===== config.mk =====
export PLATFORM = sky130hd
export DESIGN_NAME = mat_front
export DESIGN_NICKNAME = d
export VERILOG_FILES = /design/src/metric_aggregation_table_core_assert.svh /design/src/mat_pkg.sv /design/src/mat_front.sv
export SDC_FILE = /design/constraint.sdc
export NUM_CORES = 1
export LEC_CHECK = 0
export BUFFER_PORTS_ARGS = -buffer_cell sky130_fd_sc_hd__buf_2
export CAP_MARGIN = 20
export CORE_MARGIN = 2
export CORE_UTILIZATION = 35
export DETAILED_ROUTE_END_ITERATION = 12
export GPL_TIMING_DRIVEN = 0
export PLACE_DENSITY = 0.56
export SLEW_MARGIN = 10
export SYNTH_ARGS = -nofsm -noshare
export SYNTH_HDL_FRONTEND = slang
export SYNTH_SLANG_ARGS = --single-unit

===== constraint.sdc =====
create_clock -name clk -period 8.1 [get_ports clk]
set_input_delay 1.62 -clock clk [delete_from_list [all_inputs] [get_ports clk]]
set_output_delay 1.62 -clock clk [all_outputs]
set_load 0.01 [all_outputs]

===== src/metric_aggregation_table_core_assert.svh =====
// Assertion macros for the table back end. Both forms expect a clock
// named clk in scope; MAT_ASSERT also expects a reset named rst.
`ifndef METRIC_AGGREGATION_TABLE_CORE_ASSERT_SVH
`define METRIC_AGGREGATION_TABLE_CORE_ASSERT_SVH
`ifndef SYNTHESIS
`define MAT_ASSERT(lbl, prop, msg) \
  lbl: assert property (@(posedge clk) disable iff (rst) prop) else $error(msg);
`define MAT_ASSERT_RST(lbl, prop, msg) \
  lbl: assert property (@(posedge clk) prop) else $error(msg);
`else
`define MAT_ASSERT(lbl, prop, msg)
`define MAT_ASSERT_RST(lbl, prop, msg)
`endif
`endif


===== src/mat_pkg.sv =====
`default_nettype none
package mat_pkg;

  localparam int METRIC_IDS = 256;
  localparam int ID_W       = (METRIC_IDS > 1) ? $clog2(METRIC_IDS) : 1;
  localparam int Q_DEPTH    = 2;

  localparam logic signed [63:0] SUM_MAX = 64'sh7FFF_FFFF_FFFF_FFFF;
  localparam logic signed [63:0] SUM_MIN = 64'sh8000_0000_0000_0000;
  localparam logic [31:0]        CNT_MAX = 32'hFFFF_FFFF;

  typedef enum logic [1:0] {
    OP_COUNTER = 2'd0,
    OP_GAUGE   = 2'd1,
    OP_READ    = 2'd2
  } op_t;

  // What the back end has to do with a queued command.
  typedef enum logic [1:0] {
    KIND_COUNTER   = 2'd0,
    KIND_GAUGE     = 2'd1,
    KIND_READ      = 2'd2,
    KIND_READ_NULL = 2'd3
  } kind_t;

  typedef struct packed {
    kind_t             kind;
    logic [ID_W-1:0]   idx;
    logic [31:0]       inc;
    logic [31:0]       value;
  } cmd_t;

  typedef struct packed {
    logic [31:0] last;
    logic [31:0] max;
    logic [31:0] min;
    logic [63:0] sum;
    logic [31:0] count;
  } gauge_t;

  typedef enum logic {
    ST_READ = 1'b0,
    ST_EXEC = 1'b1
  } st_t;

endpackage
`default_nettype wire


===== src/mat_front.sv =====
`default_nettype none
module mat_front (
  input  wire logic          clk,
  input  wire logic          rst,
  input  wire logic          s_tvalid,
  output logic               s_tready,
  input  wire logic [71:0]   s_tdata,
  input  wire logic [1:0]    s_tuser,
  output logic               cmd_valid,
  input  wire logic          cmd_ready,
  output mat_pkg::cmd_t      cmd
);
  import mat_pkg::*;

  localparam int PTR_W = (Q_DEPTH > 1) ? $clog2(Q_DEPTH) : 1;
  localparam int CNT_W = $clog2(Q_DEPTH + 1);

  cmd_t             q [Q_DEPTH];
  logic [PTR_W-1:0] wr_ptr;
  logic [PTR_W-1:0] rd_ptr;
  logic [CNT_W-1:0] count;

  logic  [7:0]  id_in;
  logic         id_ok;
  logic         keep;
  kind_t        kind;
  cmd_t         cmd_in;
  logic         push;
  logic         pop;

  assign id_in = s_tdata[7:0];
  assign id_ok = (32'(id_in) < METRIC_IDS);

  // Updates to ids outside the table and the unused code are dropped here;
  // a read of such an id still yields an all-zero result.
  always_comb begin
    keep = 1'b0;
    kind = KIND_READ_NULL;
    unique case (s_tuser)
      OP_COUNTER: begin
        keep = id_ok;
        kind = KIND_COUNTER;
      end
      OP_GAUGE: begin
        keep = id_ok;
        kind = KIND_GAUGE;
      end
      OP_READ: begin
        keep = 1'b1;
        kind = id_ok ? KIND_READ : KIND_READ_NULL;
      end
      default: begin
        keep = 1'b0;
        kind = KIND_READ_NULL;
      end
    endcase
  end

  always_comb begin
    cmd_in.kind  = kind;
    cmd_in.idx   = ID_W'(id_in);
    cmd_in.inc   = s_tdata[39:8];
    cmd_in.value = s_tdata[71:40];
  end

  assign s_tready  = (count != CNT_W'(Q_DEPTH));
  assign push      = s_tvalid && s_tready && keep;
  assign cmd_valid = (count != '0);
  assign pop       = cmd_valid && cmd_ready;
  assign cmd       = q[rd_ptr];

  always_ff @(posedge clk) begin
    if (push) begin
      q[wr_ptr] <= cmd_in;
    end
  end

  always_ff @(posedge clk) begin
    if (rst) begin
      wr_ptr <= '0;
      rd_ptr <= '0;
      count  <= '0;
    end else begin
      if (push) begin
        wr_ptr <= (wr_ptr == PTR_W'(Q_DEPTH - 1)) ? '0 : wr_ptr + 1'b1;
      end
      if (pop) begin
        rd_ptr <= (rd_ptr == PTR_W'(Q_DEPTH - 1)) ? '0 : rd_ptr + 1'b1;
      end
      if (push && !pop) begin
        count <= count + 1'b1;
      end else if (pop && !push) begin
        count <= count - 1'b1;
      end
    end
  end

endmodule
`default_nettype wire


==> reports/results.env, run 1 <==
RUN_STATUS='complete, no violations'
TIMING.CRITICAL_PATH.FANOUT_MAX=10
GRT.TOTAL_USAGE_PCT=12.0
SYNTH_SEQ_AREA_SHARE_PCT=81.0
ANTENNA_FOUND_INITIAL=0
IO_PINS=154
GRT_UTIL_MET2_PCT=19.4
YS_TOP_CELLS_BY_AREA='edfxtp_1 (79%), mux2_2 (15%), dfxtp_1 (1.8%)'
INSERTION_DELAY_NS=0.41
CLOCK_PIN_SLEW_OF_THE_REGISTERS_ON_THE_WORST_CASE_SETUP_AND_HOLD_PATHS_NS=0.05
GLOBALROUTEMET1UTIL_PCT=14.1
FINAL-HOLD-VIOLATION-COUNT=0
DRV_CAP=0
SETUP_VIOL_COUNT_FINAL=0
LAYOUT.CELLS.NON_FILLER=661
GLOBALROUTE.BUSIESTLAYER='met2'
CHIPHEIGHT_UM=131
CTS_HOLD_BUF=0
FINAL-MAX-SLEW-VIOLATION-COUNT=0
FINALCOREUTILIZATION_PCT=46.0
SYNTH.NET_COUNT=336
ROUTE.ANTENNA.REMAINING_NETS=0
CTS_MAX_LEVEL=4
NUM-FILL-CELLS=1444
CTSLONGESTPATHBUFFERS=2
TRITONCTS='built'
FINALCRITPERIODSHARE_PCT=40.2
YS.WARNINGS.COUNT=0
INITIAL_CORE_UTIL_PCT=35.6
CP_DATA_ARRIVAL_TIME_NS=1.64
NUMPLACEDINSTANCES=629
AREA.SEQUENTIAL_SQ_UM=4540
SYNTHESIS.INSTANCES=257
R2R_SETUP_SLACK_NS=6.08
PLACEDINSTANCEAREA_SQ_UM=6720
POWER_DENSITY_nW_PER_UM2=313
GRT_PASS1_VIAS=2995
DR_TOTAL_VIAS=2868
SYNTHESIS.AREA_PER_INSTANCE_SQ_UM=21.8
POST-LAYOUT-TOTAL-POWER_mW=2.27
REQUIRED_NS=6.48
FINAL.SETUP_SKEW_NS=0.00731
DETAILED_PLACE_HPWL_MM=6.65
YS_SEQ_ELEMENTS=153
FINAL.SETUP.TNS_NS=0
WORST_SLEW_PIN_SLEW_NS=0.718
FLOW.AREA_GROWTH_FROM_SYNTHESIS_PCT=29.3
DRIVE_GT1_SHARE_PCT=60.4
GP_ROUTABILITY_CONGESTION=0.671
FINAL_LAYOUT_WORST_HOLD_SLACK_NS=0.516
NUM_ANTENNA_CELLS=0
NUMBER_OF_ITERATIONS_IN_THE_FIRST_DETAILED_ROUTING_PASS=4
FLOORPLAN.DIE_AREA_SQ_UM=17100
SYNTH_TOP_CELL_BY_AREA='edfxtp_1'
GROUTE.LAYER.MET3.USAGE_PCT=4.64
FINAL_CELL_AREA_SQ_UM=7250
FINALWIRELENGTH_MM=10.2
NUM_ROWS=46
WORST_SETUP_PATH_END_KIND='output pin'
YOSYS.CELL_TYPES.COUNT=20
MIN_PATH_TYPE='flip-flop to flip-flop'
TIMING.SETUP.CRITICAL_PATH_CLASS='flip-flop to output pin'
SLEW-LIMIT-HEADROOM_PCT=52.1
P_LEAK_nW=2.68
MULTI_INPUT_COMB_AREA_SQ_UM=987
WORST_SETUP_PATH_START_KIND='flip-flop'
NUMBER_OF_BUFFERS_CREATED_BY_CTS=17
PORT_BUFFERS=153
SETUP_SLACK_NS=4.84
GLOBAL_ROUTE_WIRE_LENGTH_BEFORE_REPAIR_MM=15.1
ROUTED_WIRELENGTH_NORMALIZED_BY_INSTANCE_COUNT_UM=15.5
ROUTE.DETAILED.DRC=0
OVERFLOW=0
SYNTH_AREA_SQ_UM=5610
SYNTH_LARGEST_TYPE_AREA_FRACTION_PCT=79.2
LAYOUT_MIN_CYCLE_TIME_NS=3.26
CTS_SETUP_BUFFERS=0
CORE_AREA_SQ_UM=15800
CTS.REPAIR.RESIZED=0
GRT_MAX_DEGREE=39
FINAL_NETS=511
IRDROPWORSTVDD_V=0.000138
DIE_WIDTH_UM=131
CLOCK.FMAX_MHz=307
GRT_SETUP_UNREPAIRED='no'
WORST_SETUP_SLACK_POST_DPL_NS=4.80
VIASPERCELL=4.34
INITIALDRTVIOLATIONCOUNT=117
NUMCLOCKSINKS=153
CTS.ROOT.BUFFER_CELL='clkbuf_16'
## cell usage in the layout (no fill, tap or decap), drive strengths merged
| master | instances |
|---|---|
| buf | 164 |
| edfxtp | 148 |
| mux2 | 75 |
| clkbuf | 27 |
| dfxtp | 5 |
| nor2 | 4 |
| xor2 | 3 |
| clkinvlp | 3 |
| clkinv | 3 |
| o21ai | 2 |
| nor2b | 2 |
| nand2b | 1 |
| nand2 | 1 |
| and3 | 1 |
| or2 | 1 |
| and2 | 1 |
| or3 | 1 |
| a21oi | 1 |
| ha | 1 |
| bufinv | 1 |
## power breakdown
group          internal [mW]  total (mW)  switching, mW
Clock                  0.430       0.719          0.289
Combinational          0.271       0.549          0.278
Sequential             0.978        1.00         0.0240
## sequential cells by signal, indices dropped and copies added (netlist names), named ones only
signal,flops
wr_ptr,1
rd_ptr,1
count,2
q,148
## synth_stat cells
library cell,count
or3_1,1
dfxtp_1,5
nand2b_4,1
or2_2,1
and3_4,1
mux2_2,74
and2_1,1
nor2b_1,2
mux2_4,1
buf_2,1
o21ai_0,2
clkbuf_1,2
buf_6,6
xor2_1,3
a21oi_1,1
nor2_1,4
ha_1,1
nand2_1,1
buf_4,1
edfxtp_1,148
## layer usage
metal | share of wire, % | wire, um | vias to the layer above
li1 | - | - | 1364
met1 | 43 | 4380 | 1392
met2 | 49 | 4980 | 99
met3 | 6.9 | 701 | 13
met4 | 1.6 | 159 | 0
met5 | 0 | 0 | -
## kinds of logic (layout without fill, tap and decap cells)
logic type      count (synthesis)  after routing  synth area share [%]
flops                         153            153                  81.0
mux                            75             75                  15.1
simple gates                   12             12                  1.34
buf+inv                        10            198                  1.56
compound gates                  3              3                 0.268
xor+xnor                        3              3                 0.469
fa+ha+maj                       1              1                 0.223
## layout make-up
class | count | area share, %
clock inverter | 7 | 0.983
timing repair buffer | 156 | 11.4
multi-input combinational | 94 | 13.6
tap | 216 | 3.73
sequential | 153 | 62.7
clock buffer | 25 | 6.42
buffer | 10 | 1.21
## worst max-delay path, stage by stage (launching register included)
cell and delay (ns):
dfxtp_1 0.32, buf_4 0.23, buf_6 0.19, mux2_2 0.35, buf_2 0.14
## worst paths after layout
| check | startpoint | to | cells past startpoint |
|---|---|---|---|
| max reg2reg | count[0] | q[0][55] | 4 |
| max | flip-flop | cmd[53] | 4 |
| min | rd_ptr | flip-flop | 2 |
| min reg2reg | rd_ptr | flip-flop | 2 |
Note: power is estimated with default switching activity, not from simulation.
==> run 2: changes to the inputs <==
--- a/config.mk
+++ b/config.mk
@@ -5,6 +5,7 @@
 export SDC_FILE = /design/constraint.sdc
 export NUM_CORES = 1
 export LEC_CHECK = 0
+export ABC_AREA = 1
 export BUFFER_PORTS_ARGS = -buffer_cell sky130_fd_sc_hd__buf_2
 export CAP_MARGIN = 20
 export CORE_MARGIN = 2
==> constraint.sdc (replaced) <==
create_clock -name clk -period 3.3 [get_ports clk]
set_input_delay 0.66 -clock clk [delete_from_list [all_inputs] [get_ports clk]]
set_output_delay 0.66 -clock clk [all_outputs]
set_load 0.01 [all_outputs]
==> run 2 against run 1 <==
Effect of this change:
- cell count rose by 3.0%
- utilization barely moved
- sequential share of layout area fell by 2.7 points
- total power rose by 150%
- highest routed layer unchanged
- worst setup slack got worse by 3.8 ns
- die area rose by 4.0%
==> reports/results.env, run 2 <==
SETUP_SLACK_NS=1.03  # was 4.84 ns
MOST_COMMON_CELL_AFTER_LAYOUT_FILL_AND_TAPS_ASIDE='buf_2'  # unchanged
DR_TOTAL_VIAS=3002  # was 2868
LARGEST_REG_FLOPS=148  # unchanged
SYNTH_TOP_CELL_BY_AREA='edfxtp_1'  # unchanged
INSERTION_DELAY_NS=0.42  # was 0.41 ns
POWER_DENSITY_nW_PER_UM2=737  # was 313 nW/um^2
REQUIRED_NS=2.64  # was 6.48 ns
WORST_SETUP_SLACK_POST_DPL_NS=0.897  # was 4.80 ns
YOSYS.CELL_COUNT.TOP_TYPE='edfxtp_1'  # unchanged
YS_TOP_CELLS_BY_AREA='edfxtp_1 (76%), mux2_4 (15%), mux2_2 (2.7%)'  # was edfxtp_1 (79%), mux2_2 (15%), dfxtp_1 (1.8%)
DIE_WIDTH_UM=133  # was 131 um
CORE_AREA_SQ_UM=16500  # was 15800 sq um
CRITPATHSLOWESTCELL='dfxtp_1'  # was mux2_2
SYNTH.NET_COUNT=350  # was 336
P_LEAK_nW=2.96  # was 2.68 nW
GLOBAL_ROUTE_WIRE_LENGTH_BEFORE_REPAIR_MM=16.8  # was 15.1 mm
DRIVE_GT1_SHARE_PCT=59.4  # was 60.4%
CLOCK_PIN_SLEW_OF_THE_REGISTERS_ON_THE_WORST_CASE_SETUP_AND_HOLD_PATHS_NS=0.07  # was 0.05 ns
GP_ROUTABILITY_CONGESTION=0.658  # was 0.671
ROUTED_WIRELENGTH_NORMALIZED_BY_INSTANCE_COUNT_UM=16.0  # was 15.5 um
SYNTH_ENABLE_FLOP_CELLS=148  # unchanged
CHIPHEIGHT_UM=133  # was 131 um
FINALWIRELENGTH_MM=10.9  # was 10.2 mm
OVERFLOW=0  # unchanged
CTS.ROOT.BUFFER_CELL='clkbuf_16'  # unchanged
CTS_SETUP_BUFFERS=0  # unchanged
CPMOSTUSEDCELL='buf_6'
SETUP_VIOL_COUNT_FINAL=0  # unchanged
NUMCLOCKSINKS=153  # unchanged
CTSLONGESTPATHBUFFERS=2  # unchanged
FINAL-MAX-SLEW-VIOLATION-COUNT=0  # unchanged
SYNTHESIS.AREA_PER_INSTANCE_SQ_UM=21.6  # was 21.8 sq um
SYNTH_SEQ_AREA_SHARE_PCT=77.8  # was 81.0%
GRT_SETUP_UNREPAIRED='no'  # unchanged
YOSYS.CELL_TYPES.COUNT=16  # was 20
NUMBER_OF_ITERATIONS_IN_THE_FIRST_DETAILED_ROUTING_PASS=4  # unchanged
ASYNC_S_R_FF_SHARE_SYNTH_PCT=0  # unchanged
CLOCK.FMAX_MHz=440
LAYOUT_MIN_CYCLE_TIME_NS=2.27
NUM-FILL-CELLS=1472  # was 1444
SYNTH_AREA_SQ_UM=5840  # was 5610 sq um
CTS_HOLD_BUF=0  # unchanged
FLOW.AREA_GROWTH_FROM_SYNTHESIS_PCT=29.6  # was 29.3%
GRT_PASS1_VIAS=3270  # was 2995
NUMBER_OF_BUFFERS_CREATED_BY_CTS=17  # unchanged
CRIT_PATH_MAX_INCR_DELAY_NS=0.34  # was 0.35 ns
TRITONCTS='built'  # unchanged
FINAL.SETUP.TNS_NS=0  # unchanged
INITIALDRTVIOLATIONCOUNT=150  # was 117
NUMPLACEDINSTANCES=649  # was 629
YS_SEQ_ELEMENTS=153  # unchanged
SYNTH_TOP_CELLS_BY_COUNT='edfxtp_1 (148), mux2_4 (60), mux2_2 (14)'  # was edfxtp_1 (148), mux2_2 (74), buf_6 (6)
IO_PINS=154  # unchanged
TIMING.CRITICAL_PATH.FANOUT_MAX=10  # unchanged
FINAL-HOLD-VIOLATION-COUNT=0  # unchanged
INITIAL_CORE_UTIL_PCT=35.5  # was 35.6%
RUN_STATUS='complete, no violations'  # unchanged
ROUTE.ANTENNA.REMAINING_NETS=0  # unchanged
FLOORPLAN.DIE_AREA_SQ_UM=17700  # was 17100 sq um
WORST_SETUP_PATH_START_KIND='flip-flop'  # unchanged
GRT.TOTAL_USAGE_PCT=12.7  # was 12.0%
YS.WARNINGS.COUNT=0  # unchanged
SYNTH_LARGEST_TYPE_AREA_FRACTION_PCT=76.1  # was 79.2%
VIASPERCELL=4.41  # was 4.34
REG.LARGEST.LIST='q (148), count (2)'  # unchanged
FINAL.SETUP_SKEW_NS=0.00447  # was 0.00731 ns
FINAL_NETS=527  # was 511
LAYOUT.CELLS.NON_FILLER=681  # was 661
TIMING.SETUP.CRITICAL_PATH_CLASS='flip-flop to output pin'  # unchanged
SLEW-LIMIT-HEADROOM_PCT=41.8  # was 52.1%
CP_DATA_ARRIVAL_TIME_NS=1.61  # was 1.64 ns
CP_NUM_BUF_INV=3  # unchanged
FINALCRITPERIODSHARE_PCT=68.9
IRDROPWORSTVDD_V=0.000375  # was 0.000138 V
POST-LAYOUT-TOTAL-POWER_mW=5.58  # was 2.27 mW
WORST_SETUP_PATH_END_KIND='output pin'  # unchanged
NUM_ROWS=47  # was 46
MIN_PATH_TYPE='primary input to flip-flop'  # was flip-flop to flip-flop
GRT_MAX_DEGREE=43  # was 39
ANTENNA_FOUND_INITIAL=0  # unchanged
PORT_BUFFERS=153  # unchanged
CTS.REPAIR.RESIZED=0  # unchanged
SYNTH-MAIN-FF-CELL='edfxtp_1'  # unchanged
LARGEST_REGISTER='q'  # unchanged
NUM_ANTENNA_CELLS=0  # unchanged
LAYOUT.CELLS.MOST_COMMON_LIST='buf_2 (154), edfxtp_1 (148), mux2_4 (60), clkbuf_16 (17), mux2_2 (14)'  # was buf_2 (154), edfxtp_1 (148), mux2_2 (74), clkbuf_16 (17), clkbuf_1 (9)
WORST_SLEW_PIN_SLEW_NS=0.870  # was 0.718 ns
ROUTE.DETAILED.DRC=0  # unchanged
CRIT_FAMILY='buffers and inverters'  # unchanged
DETAILED_PLACE_HPWL_MM=7.28  # was 6.65 mm
DRV_CAP=0  # unchanged
SYNTHESIS.INSTANCES=271  # was 257
CTS_MAX_LEVEL=4  # unchanged
CRITICAL_PATH_CELL_SEQUENCE='buf_6 > buf_6 > mux2_4 > buf_2'  # was buf_4 > buf_6 > mux2_2 > buf_2
==> run 2: cell types whose count changed after synthesis, moves of 2 or more <==
cell / change
xor2_1: -3
nand3_1: +2
inv_1: +8
nor2b_1: -2
nand2_1: +10
mux2_4: +59
mux2_2: -60
nor2_1: +3
==> run 2: final cells by class <==
type	count	area, sq um	share of cell area, %
Multi-Input combinational cell	100	1190	15.7
Sequential cell	153	4540	60.0
Inverter	8	32.5	0.430
Clock inverter	15	139	1.83
Tap cell	220	275	3.64
Clock buffer	17	425	5.62
Timing Repair Buffer	158	878	11.6
Buffer	10	91.3	1.21
==> run 2: worst register-to-register path, delay by kind of cell (launching register included) <==
kind	cells	cell delay [ns]
buf+inv	3	0.50
simple gates	2	0.82
flops	1	0.31
==> run 2: worst paths after layout <==
path	end	from	slack, ns	depth (start not counted)
setup / recovery	cmd[20]	flip-flop	1.03	4
hold / removal	q[1][1]	s_tdata[41]	0.43	1
setup reg to reg	q[0][13]	count[1]	1.37	5
hold reg to reg	flip-flop	rd_ptr	0.51	2
==> run 2: metrics by stage <==
| stage | utilization, % | hold slack, ns | cell area (sq um) |
|---|---|---|---|
| 6_report | 46.0 | 0.427 | 7570 |
| 5_1_grt | 46.0 | 0.401 | 7570 |
| 4_1_cts | 46.0 | 0.403 | 7570 |
| 3_5_place_dp | 42.6 | 0.489 | 7010 |
| 3_3_place_gp | 41.9 | 0.482 | 6890 |
| 2_1_floorplan | - | 0.465 | 5850 |
==> run 2: power breakdown <==
part           leakage [nW]  switching, mW  internal [mW]  total, mW
registers              1.41         0.0529           2.38       2.43
clock network         0.269          0.794           1.05       1.84
logic                  1.28          0.640          0.664       1.30
==> run 2: cell families after synthesis <==
kind of cell / Yosys count / synth area share (%)
AOI/OAI and AO/OA: 3 / 0.257
adders and majority gates: 1 / 0.214
buffers and inverters: 18 / 2.08
DFF: 153 / 77.8
muxes: 74 / 18.1
and+or+nand+nor: 22 / 1.52
==> run 2: routing by layer <==
layer	wire length [um]	GRT usage (%)	vias to the layer above
li1	-	-	1404
met3	610	3.96	16
met2	5300	20.4	103
met5	0	0	-
met4	216	6.26	0
met1	4770	15.6	1479
==> run 3: changes to the inputs <==
--- a/config.mk
+++ b/config.mk
@@ -5,14 +5,14 @@
 export SDC_FILE = /design/constraint.sdc
 export NUM_CORES = 1
 export LEC_CHECK = 0
-export ABC_AREA = 1
+export ABC_AREA = 0
 export BUFFER_PORTS_ARGS = -buffer_cell sky130_fd_sc_hd__buf_2
 export CAP_MARGIN = 20
 export CORE_MARGIN = 2
 export CORE_UTILIZATION = 35
 export DETAILED_ROUTE_END_ITERATION = 12
 export GPL_TIMING_DRIVEN = 0
-export PLACE_DENSITY = 0.56
+export PLACE_DENSITY = 0.58
 export SLEW_MARGIN = 10
 export SYNTH_ARGS = -nofsm -noshare
 export SYNTH_HDL_FRONTEND = slang
==> constraint.sdc (replaced) <==
create_clock -name clk -period 1.9 [get_ports clk]
set_input_delay 0.38 -clock clk [delete_from_list [all_inputs] [get_ports clk]]
set_output_delay 0.38 -clock clk [all_outputs]
set_load 0.01 [all_outputs]
==> run 3 against run 2 <==
Effect of this change:
- the flow now finishes with violations (negative setup slack)
- clock-buffer cell count increased by 1
- global-route usage decreased by 0.34 points
- sequential cell count unchanged
- sequential share of layout area increased by 1.3 points
- routed wire length decreased by 3.3%
- non-clock buffer count unchanged
- die area decreased by 3.8%
- critical endpoint is now cmd[59]
==> reports/results.env, run 3 (synthesis results as in run 1) <==
RUN_STATUS='finished with violations'  # was complete, no violations
FAILED_CHECKS='negative setup slack'
AREA.SEQUENTIAL_SQ_UM=4550  # was 4540 sq um
INITIALDRTVIOLATIONCOUNT=132  # was 150
OVERFLOW=0  # unchanged
MIN_PATH_TYPE='primary input to flip-flop'  # unchanged
NUM-FILL-CELLS=1426  # was 1472
FINAL-HOLD-VIOLATION-COUNT=0  # unchanged
LAYOUT.CELLS.NON_FILLER=665  # was 681
MULTI_INPUT_COMB_AREA_SQ_UM=1000  # was 1190 sq um
FINAL-MAX-SLEW-VIOLATION-COUNT=0  # unchanged
CHIPHEIGHT_UM=131  # was 133 um
CLOCK.FMAX_MHz=519
WORST_SETUP_SLACK_POST_DPL_NS=-0.234  # was 0.897 ns
VIASPERCELL=4.40  # was 4.41
ROUTE.DETAILED.DRC=0  # unchanged
HOLD_PATH.STARTPOINT='s_tdata[42]'  # was s_tdata[41]
NUMCLOCKSINKS=153  # unchanged
WORST_SETUP_PATH_START_KIND='flip-flop'  # unchanged
HOLD-PATH-CELL-COUNT=1  # unchanged
HOLD_END='q[0][2]'  # was q[1][1]
CP_DATA_ARRIVAL_TIME_NS=1.55  # was 1.61 ns
DRV_CAP=0  # unchanged
TRITONCTS='built'  # unchanged
CRITICAL_PATH_CELL_SEQUENCE='buf_12 > buf_12 > mux2_2 > buf_2'  # was buf_6 > buf_6 > mux2_4 > buf_2
NUMBER_OF_BUFFERS_CREATED_BY_CTS=17  # unchanged
GRT.TOTAL_USAGE_PCT=12.3  # was 12.7%
NUM_ROWS=46  # was 47
GRT_PASS1_VIAS=3033  # was 3270
DR_TOTAL_VIAS=2927  # was 3002
SLEW-LIMIT-HEADROOM_PCT=52.4  # was 41.8%
POWER_DENSITY_nW_PER_UM2=1370  # was 737 nW/um^2
FINAL_NETS=515  # was 527
CTS.ROOT.BUFFER_CELL='clkbuf_16'  # unchanged
ROUTED_WIRELENGTH_NORMALIZED_BY_INSTANCE_COUNT_UM=15.9  # was 16.0 um
INSERTION_DELAY_NS=0.41  # was 0.42 ns
FINALCRITPERIODSHARE_PCT=101
SETUP_VIOL_COUNT_FINAL=65  # was 0
FINAL_LAYOUT_WORST_HOLD_SLACK_NS=0.154  # was 0.427 ns
ANTENNA_FOUND_INITIAL=0  # unchanged
CTS_MAX_LEVEL=4  # unchanged
NUMPLACEDINSTANCES=629  # was 649
CRITPATHSLOWESTCELL='dfxtp_2'  # was dfxtp_1
DRIVE_GT1_SHARE_PCT=61.9  # was 59.4%
CTSLONGESTPATHBUFFERS=2  # unchanged
FINALCOREUTILIZATION_PCT=47.1  # was 46.0%
GRT_SETUP_UNREPAIRED='yes'  # was no
R2R_SETUP_SLACK_NS=0.10  # was 1.37 ns
PORT_BUFFERS=153  # unchanged
REQUIRED_NS=1.52  # was 2.64 ns
ROUTE.ANTENNA.REMAINING_NETS=0  # unchanged
CP_NUM_BUF_INV=3  # unchanged
CPMOSTUSEDCELL='buf_12'  # was buf_6
FINALWIRELENGTH_MM=10.5  # was 10.9 mm
NUM_ANTENNA_CELLS=0  # unchanged
GP_ROUTABILITY_CONGESTION=0.644  # was 0.658
INITIAL_CORE_UTIL_PCT=35.6  # was 35.5%
SETUP_SLACK_NS=-0.0285  # was 1.03 ns
WORST_SLEW_PIN_SLEW_NS=0.710  # was 0.870 ns
LAYOUT_MIN_CYCLE_TIME_NS=1.93
CRIT_PATH_MAX_INCR_DELAY_NS=0.35  # was 0.34 ns
NUMBER_OF_ITERATIONS_IN_THE_FIRST_DETAILED_ROUTING_PASS=4  # unchanged
TIMING.CRITICAL_PATH.FANOUT_MAX=10  # unchanged
REG.LARGEST.LIST='q (148), count (2)'  # unchanged
R2R-END='q[0][30]'  # was q[0][13]
TIMING.SETUP.CRITICAL_PATH_CLASS='flip-flop to output pin'  # unchanged
LARGEST_REG_FLOPS=148  # unchanged
FLOW.AREA_GROWTH_FROM_SYNTHESIS_PCT=32.3  # was 29.6%
CRIT_FAMILY='buffers and inverters'  # unchanged
WORST_SETUP_PATH_END_KIND='output pin'  # unchanged
P_LEAK_nW=2.76  # was 2.96 nW
FINAL.SETUP_SKEW_NS=0.00441  # was 0.00447 ns
DETAILED_PLACE_HPWL_MM=6.66  # was 7.28 mm
GRT_MAX_DEGREE=43  # unchanged
FF2FF_PATH_DEPTH=4  # was 5
LARGEST_REGISTER='q'  # unchanged
CLOCK_PIN_SLEW_OF_THE_REGISTERS_ON_THE_WORST_CASE_SETUP_AND_HOLD_PATHS_NS=0.06  # was 0.07 ns
IO_PINS=154  # unchanged
GLOBAL_ROUTE_WIRE_LENGTH_BEFORE_REPAIR_MM=15.3  # was 16.8 mm
DIE_WIDTH_UM=131  # was 133 um
LAYOUT.CELLS.MOST_COMMON_LIST='buf_2 (148), edfxtp_1 (148), mux2_2 (74), clkbuf_16 (17), buf_6 (6)'  # was buf_2 (154), edfxtp_1 (148), mux2_4 (60), clkbuf_16 (17), mux2_2 (14)
WORST_R2R_STARTPOINT='count[0]'  # was count[1]
FLOORPLAN.DIE_AREA_SQ_UM=17100  # was 17700 sq um
IRDROPWORSTVDD_V=0.000536  # was 0.000375 V
CORE_AREA_SQ_UM=15800  # was 16500 sq um
## run 3: timing repair
action | 4_1_cts | 5_1_grt
cloned | 1 | 1
buffers inserted | 2 | 0
setup endpoints to repair | 123 | 116
pin swaps | 0 | 0
resized for setup | 15 | 3
hold buffers | 0 | 0
## run 3: layout make-up
cell class	instances	share of cell area (%)
buffer	10	1.72
multi-input combinational	96	13.5
tap	216	3.64
sequential	153	61.3
clock inverter	14	2.09
timing repair buffer	158	11.9
clock buffer	18	5.78
## run 3: worst max path at each step
stage | startpoint | to | cells past startpoint
floorplan | count[0] | q[0][0] | 3
global placement | s_tuser[0] | q[0][36] | 4
detailed placement | s_tuser[0] | q[0][39] | 5
CTS | flip-flop | cmd[0] | 4
global route | flip-flop | cmd[59] | 4
finish | flip-flop | cmd[59] | 4
## run 3: per-stage QoR
step / power [mW] / area [sq um] / TNS [ns]
3_5_place_dp: 6.76 / 6720 / -14.03
5_1_grt: 10.6 / 7420 / -6.57
6_report: 10.1 / 7420 / -0.753
2_1_floorplan: 5.82 / 5620 / -37.16
3_3_place_gp: 6.68 / 6660 / -139.99
4_1_cts: 10.3 / 7400 / -4.47
## run 3: report_power, final
group | switching [mW] | internal (mW) | leakage [nW]
Clock | 1.27 | 2.05 | 0.286
Sequential | 0.114 | 4.18 | 1.41
Combinational | 1.23 | 1.30 | 1.06
## run 3: routing by layer
layer / track usage, % / routed length [um] / vias to the layer above
met5: 0 / 0 / -
met4: 5.19 / 136 / 0
met3: 5.66 / 788 / 11
met2: 20.3 / 5300 / 98
met1: 13.9 / 4320 / 1443
li1: - / - / 1375
